File: src/rtl/core/wsm_pkg.sv
// shared types and constants of the window slot mapper
package wsm_pkg;

	// slot and table index width (table of 512 entries)
	localparam int unsigned SLOT_W = 9;
	localparam int unsigned PAGE_SHIFT = 12;
	localparam int unsigned BASE_W = 52;
	localparam int unsigned FRAME_W = 44;
	localparam int unsigned PHYS_W = 56;
	localparam int unsigned VADDR_W = 64;

	localparam logic OP_MAP = 1'b0;
	localparam logic OP_RELEASE = 1'b1;

	// command broadcast from the controller to every cell
	typedef struct packed {
		logic               load;   // place the search token at cell slot
		logic               free;   // free cell slot
		logic [SLOT_W-1:0]  slot;
		logic [FRAME_W-1:0] frame;  // frame number written by a claim
	} cell_cmd_t;

endpackage

File: src/rtl/core/wsm_cell.sv
// one slot cell of the mapper chain: in-use bit, frame number and token stage
module wsm_cell #(
	parameter int unsigned IDX = 1
) (
	input  logic                 clk,
	input  logic                 arst_n,
	input  wsm_pkg::cell_cmd_t   cmd,
	input  logic                 tok_in,
	output logic                 tok_out,
	output logic                 hit,
	output logic                 used
);

	logic                        used_q;
	logic                        tok_q;
	logic [wsm_pkg::FRAME_W-1:0] frame_q;
	logic                        sel;

	assign sel     = (cmd.slot == wsm_pkg::SLOT_W'(IDX));
	assign hit     = tok_q & ~used_q;
	// token moves on past a slot that is taken
	assign tok_out = tok_q & used_q;
	assign used    = used_q;

	always_ff @(posedge clk or negedge arst_n) begin
		if (!arst_n) begin
			used_q <= (IDX == 0);
			tok_q  <= 1'b0;
		end else begin
			tok_q <= (cmd.load & sel) | tok_in;
			if (hit) begin
				used_q <= 1'b1;
			end else if (cmd.free && sel) begin
				used_q <= 1'b0;
			end
		end
	end

	always_ff @(posedge clk) begin
		if (hit) begin
			frame_q <= cmd.frame;
		end else if (cmd.free && sel) begin
			frame_q <= '0;
		end
	end

endmodule

File: src/rtl/core/window_slot_mapper_top.sv
// top level of the window slot mapper: controller, slot cell chain and output register
// Allocates page slots of a window of SLOTS consecutive table entries; slot 0 is
// reserved for the window's own table. A map transaction drops a search token
// into the cell chain at the search hint; the token walks one cell per cycle
// until it reaches a free slot, which it claims. A map whose hint already lies
// past the last slot goes straight to the done state; otherwise the walk of the
// token along the chain sets how long the map lasts. A release goes through the
// free state to the done state. The result goes to an output register, so the
// next transaction may be taken while a result still waits there. The window
// base page register is written through the cfg channel, which is always ready;
// the user must write it only while the block is idle; the block does not enforce it.
module window_slot_mapper_top #(
	parameter int unsigned SLOTS = 16
) (
	input  logic        clk,
	input  logic        arst_n,
	// configuration write channel
	input  logic        cfg_valid,
	output logic        cfg_ready,
	input  logic [51:0] cfg_data,
	// request channel
	input  logic        in_valid,
	output logic        in_ready,
	input  logic        operation,
	input  logic [55:0] phys_addr,
	input  logic [63:0] release_addr,
	// result channel
	output logic        out_valid,
	input  logic        out_ready,
	output logic [63:0] mapped_addr,
	output logic        ok
);

	localparam int unsigned SW = wsm_pkg::SLOT_W;
	localparam int unsigned PS = wsm_pkg::PAGE_SHIFT;

	// controller states
	localparam logic [1:0] ST_IDLE = 2'd0;
	localparam logic [1:0] ST_SCAN = 2'd1;
	localparam logic [1:0] ST_FREE = 2'd2;
	localparam logic [1:0] ST_DONE = 2'd3;

	logic [1:0]                   state_q;
	logic [wsm_pkg::BASE_W-1:0]   base_q;
	logic [SW-1:0]                hint_q;
	logic [SW-1:0]                pos_q;
	logic [SW-1:0]                rel_slot_q;
	logic                         rel_ok_q;
	logic [wsm_pkg::FRAME_W-1:0]  frame_q;
	logic [wsm_pkg::VADDR_W-1:0]  res_addr_q;
	logic                         res_ok_q;
	logic                         out_valid_q;
	logic [wsm_pkg::VADDR_W-1:0]  mapped_addr_q;
	logic                         ok_q;

	wsm_pkg::cell_cmd_t           cmd;
	logic [SLOTS:0]               tok_chain;
	logic [SLOTS-1:0]             hit_vec;
	logic [SLOTS-1:0]             used_vec;
	logic                         any_hit;
	logic                         accept;
	logic                         hint_past_end;
	logic [SW-1:0]                rel_slot;
	logic                         rel_ok;
	logic [wsm_pkg::BASE_W-1:0]   page_sum;
	logic                         out_load;

	assign cfg_ready = 1'b1;
	assign in_ready  = (state_q == ST_IDLE);
	assign accept    = in_valid & in_ready;
	assign out_valid   = out_valid_q;
	assign mapped_addr = mapped_addr_q;
	assign ok          = ok_q;

	assign hint_past_end = (hint_q >= SW'(SLOTS));

	// release: table index of the address relative to the window's first index
	assign rel_slot = release_addr[PS +: SW] - base_q[SW-1:0];
	assign rel_ok   = (release_addr != '0) && (rel_slot != '0) && (rel_slot < SW'(SLOTS));

	// address of the slot the token sits on; wraps modulo 2^64
	assign page_sum = base_q + wsm_pkg::BASE_W'(pos_q);

	assign any_hit  = |hit_vec;
	assign out_load = (state_q == ST_DONE) && (!out_valid_q || out_ready);

	// command broadcast to the chain
	always_comb begin
		cmd.load  = 1'b0;
		cmd.free  = 1'b0;
		cmd.slot  = hint_q;
		cmd.frame = frame_q;
		if (state_q == ST_FREE) begin
			cmd.slot = rel_slot_q;
			cmd.free = rel_ok_q;
		end else if (accept && operation == wsm_pkg::OP_MAP && !hint_past_end) begin
			cmd.load = 1'b1;
		end
	end

	// slot cell chain; the token enters at the hint and leaves past the last slot
	assign tok_chain[0] = 1'b0;

	for (genvar i = 0; i < SLOTS; i++) begin : g_cell
		wsm_cell #(
			.IDX(i)
		) u_cell (
			.clk     (clk),
			.arst_n  (arst_n),
			.cmd     (cmd),
			.tok_in  (tok_chain[i]),
			.tok_out (tok_chain[i+1]),
			.hit     (hit_vec[i]),
			.used    (used_vec[i])
		);
	end

	// window base register
	always_ff @(posedge clk or negedge arst_n) begin
		if (!arst_n) begin
			base_q <= '0;
		end else if (cfg_valid && cfg_ready) begin
			base_q <= cfg_data;
		end
	end

	// controller
	always_ff @(posedge clk or negedge arst_n) begin
		if (!arst_n) begin
			state_q <= ST_IDLE;
			hint_q  <= SW'(1);
		end else begin
			case (state_q)
				ST_IDLE: begin
					if (accept) begin
						if (operation == wsm_pkg::OP_RELEASE) begin
							state_q <= ST_FREE;
						end else if (hint_past_end) begin
							// window full above the hint
							state_q <= ST_DONE;
						end else begin
							state_q <= ST_SCAN;
						end
					end
				end
				ST_SCAN: begin
					if (any_hit) begin
						hint_q  <= pos_q + SW'(1);
						state_q <= ST_DONE;
					end else if (pos_q == SW'(SLOTS - 1)) begin
						state_q <= ST_DONE;
					end
				end
				ST_FREE: begin
					if (rel_ok_q && rel_slot_q < hint_q) begin
						hint_q <= rel_slot_q;
					end
					state_q <= ST_DONE;
				end
				ST_DONE: begin
					if (out_load) begin
						state_q <= ST_IDLE;
					end
				end
				default: begin
					state_q <= ST_IDLE;
				end
			endcase
		end
	end

	// transaction data and pending result
	always_ff @(posedge clk) begin
		if (accept) begin
			pos_q      <= hint_q;
			frame_q    <= phys_addr[PS +: wsm_pkg::FRAME_W];
			rel_slot_q <= rel_slot;
			rel_ok_q   <= rel_ok;
			res_addr_q <= '0;
			res_ok_q   <= 1'b0;
		end else if (state_q == ST_SCAN) begin
			pos_q <= pos_q + SW'(1);
			if (any_hit) begin
				res_addr_q <= {page_sum, {PS{1'b0}}};
				res_ok_q   <= 1'b1;
			end
		end else if (state_q == ST_FREE) begin
			res_ok_q <= rel_ok_q;
		end
	end

	// output register
	always_ff @(posedge clk or negedge arst_n) begin
		if (!arst_n) begin
			out_valid_q <= 1'b0;
		end else if (out_load) begin
			out_valid_q <= 1'b1;
		end else if (out_ready) begin
			out_valid_q <= 1'b0;
		end
	end

	always_ff @(posedge clk) begin
		if (out_load) begin
			mapped_addr_q <= res_addr_q;
			ok_q          <= res_ok_q;
		end
	end

`ifndef SYNTHESIS
	// at most one cell claims in a cycle
	a_single_claim: assert property (@(posedge clk) disable iff (!arst_n)
		$onehot0(hit_vec))
		else $error("more than one slot claimed in a cycle");

	// the reserved slot stays in use
	a_reserved_used: assert property (@(posedge clk) disable iff (!arst_n)
		used_vec[0])
		else $error("reserved slot marked free");

	// the hint never points past one beyond the last slot
	a_hint_range: assert property (@(posedge clk) disable iff (!arst_n)
		hint_q <= SW'(SLOTS))
		else $error("search hint out of range");

	// a claim only happens while scanning
	a_claim_in_scan: assert property (@(posedge clk) disable iff (!arst_n)
		any_hit |-> state_q == ST_SCAN)
		else $error("slot claimed outside of a scan");

	// a pending result is not overwritten before it is taken
	a_result_held: assert property (@(posedge clk) disable iff (!arst_n)
		out_valid_q && !out_ready |=> out_valid_q && $stable(mapped_addr_q) && $stable(ok_q))
		else $error("stalled result changed");
`endif

endmodule
File: config.mk
export PLATFORM = sky130hd
export DESIGN_NAME = window_slot_mapper_top
export DESIGN_NICKNAME = d
export VERILOG_FILES = /design/src/rtl/core/wsm_pkg.sv /design/src/rtl/core/wsm_cell.sv /design/src/rtl/core/window_slot_mapper_top.sv
export SDC_FILE = /design/constraint.sdc
export NUM_CORES = 1
export LEC_CHECK = 0
export BUFFER_PORTS_ARGS = -buffer_cell sky130_fd_sc_hd__buf_2
export CORE_MARGIN = 2
export CORE_UTILIZATION = 45
export CTS_CLUSTER_DIAMETER = 100
export DETAILED_ROUTE_END_ITERATION = 7
export GPL_TIMING_DRIVEN = 1
export PLACE_DENSITY_LB_ADDON = 0.2
export REMOVE_ABC_BUFFERS = 1
export SYNTH_ARGS = -nofsm -noshare
export SYNTH_HDL_FRONTEND = slang
export SYNTH_SLANG_ARGS = --single-unit
File: constraint.sdc
create_clock -name clk -period 3.7 [get_ports clk]
set_clock_uncertainty 0.05 [all_clocks]
set_input_delay 0.74 -clock clk [delete_from_list [all_inputs] [get_ports clk]]
set_output_delay 0.74 -clock clk [all_outputs]
set_load 0.1 [all_outputs]
# --- Yosys cells after proc, flatten, opt, wreduce, memory -nomap -nowiden ---
# Cells that the tools add are included.
classes:
  add_sub_neg: 3
  n_mux: 52
  magnitude_cmp: 3
  eq_ne: 24
  reduce_logical: 53
  shift: 0
  n_div: 0
  bitwise: 80
  mul: 0
op_table:
  columns: ["cell", "n"]
  rows:
  - ["9-bit by 4-bit equality test with 1-bit output (second input constant)", 9]
  - ["64-bit nonzero test", 1]
  - ["52-bit by 9-bit adder with 52-bit output", 1]
  - ["1-bit bitwise AND", 48]
  - ["1-bit two-way mux", 39]
  - ["2-bit nonzero test", 19]
  - ["9-bit by 3-bit equality test with 1-bit output (second input constant)", 4]
  - ["9-bit two-way mux", 4]
  - ["1-bit logical AND", 22]
  - ["9-bit by 2-bit equality test with 1-bit output (second input constant)", 2]
  - ["9-bit one-hot mux with 2 select lines", 1]
  - ["1-bit inverter", 17]
  - ["16-bit OR reduction", 1]
  - ["1-bit bitwise OR", 15]
  - ["2-bit two-way mux", 6]
  - ["10-bit two-way mux", 1]
  - ["9-bit by 1-bit adder with 9-bit output (second input constant)", 1]
  - ["9-bit by 1-bit equality test with 1-bit output (second input constant)", 1]
  - ["9-bit by 5-bit >= comparator with 1-bit output (second input constant)", 1]
  - ["9-bit zero test", 1]
  - ["9-bit by 5-bit < comparator with 1-bit output (second input constant)", 1]
  - ["9-bit < comparator", 1]
  - ["9-bit nonzero test", 1]
  - ["9-bit subtractor", 1]
  - ["other kinds (11)", 17]
totals:
  word_cells: 258
  ff_bits: 221
  in_bits: 178
  output_inout_bits: 68
  memories: 0
  rom_bits: 0
  latch_bits: 0
  ramBits: 0

# --- Longest topological paths before layout ---
logic_depth:
  ltp_word: 8
  depth_mapped: 10

# --- Cells and area by module ---
# Synthesis repeated with hierarchy kept, for this count alone.
hier_totals:
  cells_unflattened: 1009
  area_unflattened_um2: 12030.3
modules_own_cells:
  columns: ["module", "cells_each", "n_inst", "area_per_inst_um2"]
  rows:
  - ["window_slot_mapper_top", 843, 1, 10264.8]
  - ["wsm_cell at g_cell[10].u_cell ...", 10, 4, 111.4]
  - ["wsm_cell at g_cell[11].u_cell ...", 11, 4, 111.4]
  - ["wsm_cell at g_cell[1].u_cell ...", 10, 4, 108.9]
  - ["wsm_cell at g_cell[12].u_cell", 11, 1, 112.6]
  - ["wsm_cell at g_cell[15].u_cell", 10, 1, 110.1]
  - ["wsm_cell at g_cell[3].u_cell", 11, 1, 108.9]
  - ["wsm_cell at g_cell[0].u_cell", 10, 1, 107.6]

# --- Least setup slack after synthesis ---
# OpenSTA, ideal clock, no wires.
synth_path:
  path_kind: "input port to flip-flop"
  from: "input release_addr[12]"
  to: "register rel_ok_q, data pin"
  arrival_time_ps: 3030
  path_buffers: 0
  setup_time_ps: 157
  setup_slack_ps: 463
  cell_stages: 10
  path_cell_list: "inv_1 -> ha_1 -> inv_1 -> fa_1 -> a21oi_1 -> nor2_1 -> a2111oi_0 -> xnor2_1 -> or4b_2 -> nor3_1"
synth_via:
  elab_chain_len: 4
  word_cells_on_any_way: 6
synth_rtl:
  columns: ["item", "line_no", "rtl"]
  rows:
  - ["from (decl)", "window_slot_mapper_top.sv:26", "input logic [63:0] release_addr,"]
  - ["9-bit subtractor *", "window_slot_mapper_top.sv:78", "assign rel_slot = release_addr[PS +: SW] - base_q[SW-1:0];"]
  - ["via rel_slot[6]", "window_slot_mapper_top.sv:63", "logic [SW-1:0] rel_slot;"]
  - ["parallel branches: the longest is 2 deep, another holds 9-bit by 5-bit < comparator with 1-bit output", null, null]
  - ["1-bit logical AND *", "window_slot_mapper_top.sv:79", "assign rel_ok = (release_addr != '0) && (rel_slot != '0) && (rel_slot < SW'(SLOTS));"]
  - ["via rel_ok", "window_slot_mapper_top.sv:64", "logic rel_ok;"]
  - ["to (signal assigned)", "window_slot_mapper_top.sv:178", "rel_ok_q <= rel_ok;"]
  - ["to (decl)", "window_slot_mapper_top.sv:48", "logic rel_ok_q;"]
# Mark *: on every way through the listed nets, which the timed path passes.
# A chain may end at the register's enable or synchronous reset.

# --- Worst setup path in the final report ---
layout_path:
  from: "register base_q[0] (netlist name)"
  to: "register rel_ok_q, data pin"
layout_via:
  elab_chain_len: 4
  word_cells_on_any_way: 5
layout_rtl:
  columns: ["item", "line_no", "rtl"]
  rows:
  - ["from (decl)", "window_slot_mapper_top.sv:44", "logic [wsm_pkg::BASE_W-1:0] base_q;"]
  - ["from (signal assigned)", "window_slot_mapper_top.sv:123", "base_q <= cfg_data;"]
  - ["9-bit subtractor *", "window_slot_mapper_top.sv:78", null]
  - ["via rel_slot[6]", "window_slot_mapper_top.sv:63", null]
  - ["parallel branches: the longest is 2 deep, another holds 9-bit by 5-bit < comparator with 1-bit output", null, null]
  - ["1-bit logical AND *", "window_slot_mapper_top.sv:79", null]
  - ["via rel_ok", "window_slot_mapper_top.sv:64", null]
# Marks and branches as above.

==> impl_metrics.env <==
export IMPL_tritoncts="built"
export IMPL_cts_buffer_depth=3
export IMPL_postCtsSetupBuffers=0
export IMPL_port_buffers=176
export IMPL_synth_xor_area_share_pct=5.425
export IMPL_synth_compound_area_share_pct=13.77
export IMPL_gr_total_overflow=0
export IMPL_worst_setup_path_start_kind="register"
export IMPL_cap_violations=0
export IMPL_crit_fanout=3
export IMPL_firstDrtPassIters=4
export IMPL_synthFlopType="dfrtp_1"
export IMPL_rows=55
export IMPL_path_clk_slew_ps=60
export IMPL_min_period_ps=2929
export IMPL_htree_levels=1
export IMPL_p_sw_share_pct=42.32
export IMPL_antenna_found_initial=0
export IMPL_run_status="complete, no violations"
export IMPL_ios=246
export IMPL_viasPerCell=5.309
export IMPL_syn_avg_cell_area_um2=10.77
export IMPL_drc=0
export IMPL_power_density_mw_per_mm2=754.2
export IMPL_endpoint_kind="register"
export IMPL_syn_area_mm2=0.01033
export IMPL_ys_seq_area_share_pct=54.47
export IMPL_hold_buffers=0
export IMPL_slew_headroom_pct=44.83
export IMPL_synth_edf_count=72
export IMPL_cts_root_buf="clkbuf_16"
export IMPL_clk_latency_ps=530
export IMPL_grt_pass1_wl_um=39410
export IMPL_setup_viol=0
export IMPL_synth_simple_gate_area_share_pct=12.53
export IMPL_p_sw_mw=3.928
export IMPL_yosys_warnings=0
export IMPL_synth_top_family_by_area="compound AO/OA/AOI/OAI gates"
export IMPL_dp_cells=1396
export IMPL_multi_input_area_mm2=0.004377
export IMPL_reg2reg_slack_ps=770
export IMPL_final_seq_area_mm2=0.005628
export IMPL_ant_nets=0
export IMPL_grtUsageTotal_pct=20.44
export IMPL_max_freq_ghz=0.3414
export IMPL_drive_gt1_share_pct=25.19
export IMPL_clkPwrFrac_pct=25.1
export IMPL_met2RoutedLength_um=11280
export IMPL_wirelength_um=24620
export IMPL_synth_adder_area_share_pct=4.020
export IMPL_fp_coreArea_mm2=0.02257
export IMPL_final_core_util_pct=54.52
export IMPL_start_util_pct=45.78
export IMPL_final_cells=1440
export IMPL_seqPwrFrac_pct=37.3
export IMPL_nets=1347
export IMPL_grt_pass1_vias=7311
export IMPL_post_dp_cell_area_mm2=0.01153
export IMPL_vias=7645
export IMPL_fillers=2062
export IMPL_wire_per_inst_um=17.10
export IMPL_ys_types=57
export IMPL_diodes=0
export IMPL_setup_tns_ps=0
export IMPL_wl_met3_um=922
export IMPL_power_internal_mw=5.354
export IMPL_stdcell_area_mm2=0.01231
export IMPL_gp_congestion=0.8793
export IMPL_numCtsBuffers=24
export IMPL_dp_hpwl_um=17760
export IMPL_whs_ps=220.6
export IMPL_crit_required_ps=3990
export IMPL_rsz0062_at_grt="no"
export IMPL_crit_type="reg2reg"
export IMPL_muxShareOfSynthArea_pct=5.934
export IMPL_p_leak_nw=5.017
export IMPL_ir_drop_mv=0.4836
export IMPL_critPathArrivalTime_ps=3220
export IMPL_p_comb_share_pct=37.7
export IMPL_worstMarginPinSlew_ps=825.7
export IMPL_area_growth_pct=19.11
export IMPL_hold_viol=0
export IMPL_die_x_um=155.5
export IMPL_grt_max_degree=97
export IMPL_finalCritPeriodShare_pct=79.16
export IMPL_syn_inst=959
export IMPL_die_h_um=155.5
export IMPL_fp_dieArea_mm2=0.02419
export IMPL_synthArstFlopShare_pct=43.44
export IMPL_hold_class="in2async"
export IMPL_routed_top_layer="met4"
export IMPL_clock_sinks=221
export IMPL_slew_violations=0
export IMPL_cts_resized_gates=0
export IMPL_ys_ff_latch=221
export IMPL_drt_met1_wl_um=11840
export IMPL_drt_iter0_markers=339
[cell usage in the layout, fill, tap and decap left out, types with 19 or more instances in the layout]
master,netlist,routed
ha_1,30,30
clkbuf_16,0,25
mux2_2,42,42
dfxtp_1,53,53
inv_1,39,39
nor2_1,67,67
nor4_1,19,19
nand2_1,68,67
o21ai_0,81,81
nand3_1,27,27
dfrtp_1,94,94
xnor2_1,52,52
a21oi_1,76,75
buf_2,0,175
edfxtp_1,72,72
[power by group through the flow]
stage	logic, mW	registers, mW	clock network (mW)
finish	3.50	3.46	2.33
global route	3.76	3.52	2.48
CTS	3.52	3.46	2.38
detailed placement	3.50	3.50	0
global placement	3.47	3.50	0
floorplan	1.49	4.68	0
[critical path, cell delays in order, from the launching register on]
cell	delay, ps
dfrtp_1	390
ha_1	180
inv_1	50
fa_1	390
a21oi_1	210
nor2_1	70
a2111oi_0	380
buf_4	190
xnor2_1	70
or4b_2	630
nor3_1	160
[layout make-up]
class | instances | share of cell area [%]
clock buffer | 30 | 5.480
sequential | 221 | 45.73
clock inverter | 14 | 0.8438
timing repair buffer | 191 | 8.296
tap | 285 | 2.898
multi-input combinational | 660 | 35.56
inverter | 39 | 1.190
[metal layers]
metal	vias to the layer above	GRT usage (%)
met3	38	2.778
met1	3639	30.12
li1	3819	-
met4	0	5.592
met5	-	0
met2	149	31.88
[cell families after synthesis]
kind of cell	count (synthesis)
fa+ha+maj	32
xor+xnor	64
compound gates	230
other cells	2
mux	56
flops	221
buf+inv	89
simple gates	265
[worst paths after layout]
path / startpoint / endpoint / depth (start not counted)
max: base_q[0] / rel_ok_q / 10
min: arst_n / g_cell[14].u_cell.tok_q / 2
max reg2reg: base_q[0] / rel_ok_q / 10
min reg2reg: res_addr_q[49] / mapped_addr[49] / 0
max in group asynchronous: arst_n / hint_q[0] / 2
min in group clk: cfg_data[7] / base_q[7] / 3
[registers in the layout, indices dropped and copies added (netlist names), 2 cells and up]
name and count:
g_cell.u_cell.tok_q 16, hint_q 9, rel_slot_q 9, state_q 2, res_addr_q 52, g_cell.u_cell.used 16, pos_q 9, base_q 52
mapped_addr 52
[metrics by stage]
stage          total power, mW  setup slack, ps
2_1_floorplan            6.166            -1097
3_3_place_gp             6.971            305.0
3_5_place_dp             7.000            262.8
4_1_cts                  9.360            731.2
5_1_grt                  9.757            482.8
6_report                 9.281            771.0
[synthesized netlist by cell type (all sizes together), types with 12 or more instances]
master  count  area share, %
inv        39            1.4
nor2       67            2.4
nand4      19            1.2
mux2       42            4.6
nor3       18           0.87
a21oi      76            3.7
nand2      68            2.5
dfxtp      53             10
mux2i      14            1.4
edfxtp     72             21
a31oi      18            1.1
dfrtp      94             23
o21ai      82            4.0
nand3      27            1.3
buf        14            1.1
clkbuf     36            1.3
nand2b     18            1.1
ha         30            3.6
xor2       12            1.0
xnor2      52            4.4
nor4       19            1.2
(Power assumes the default switching activity.)
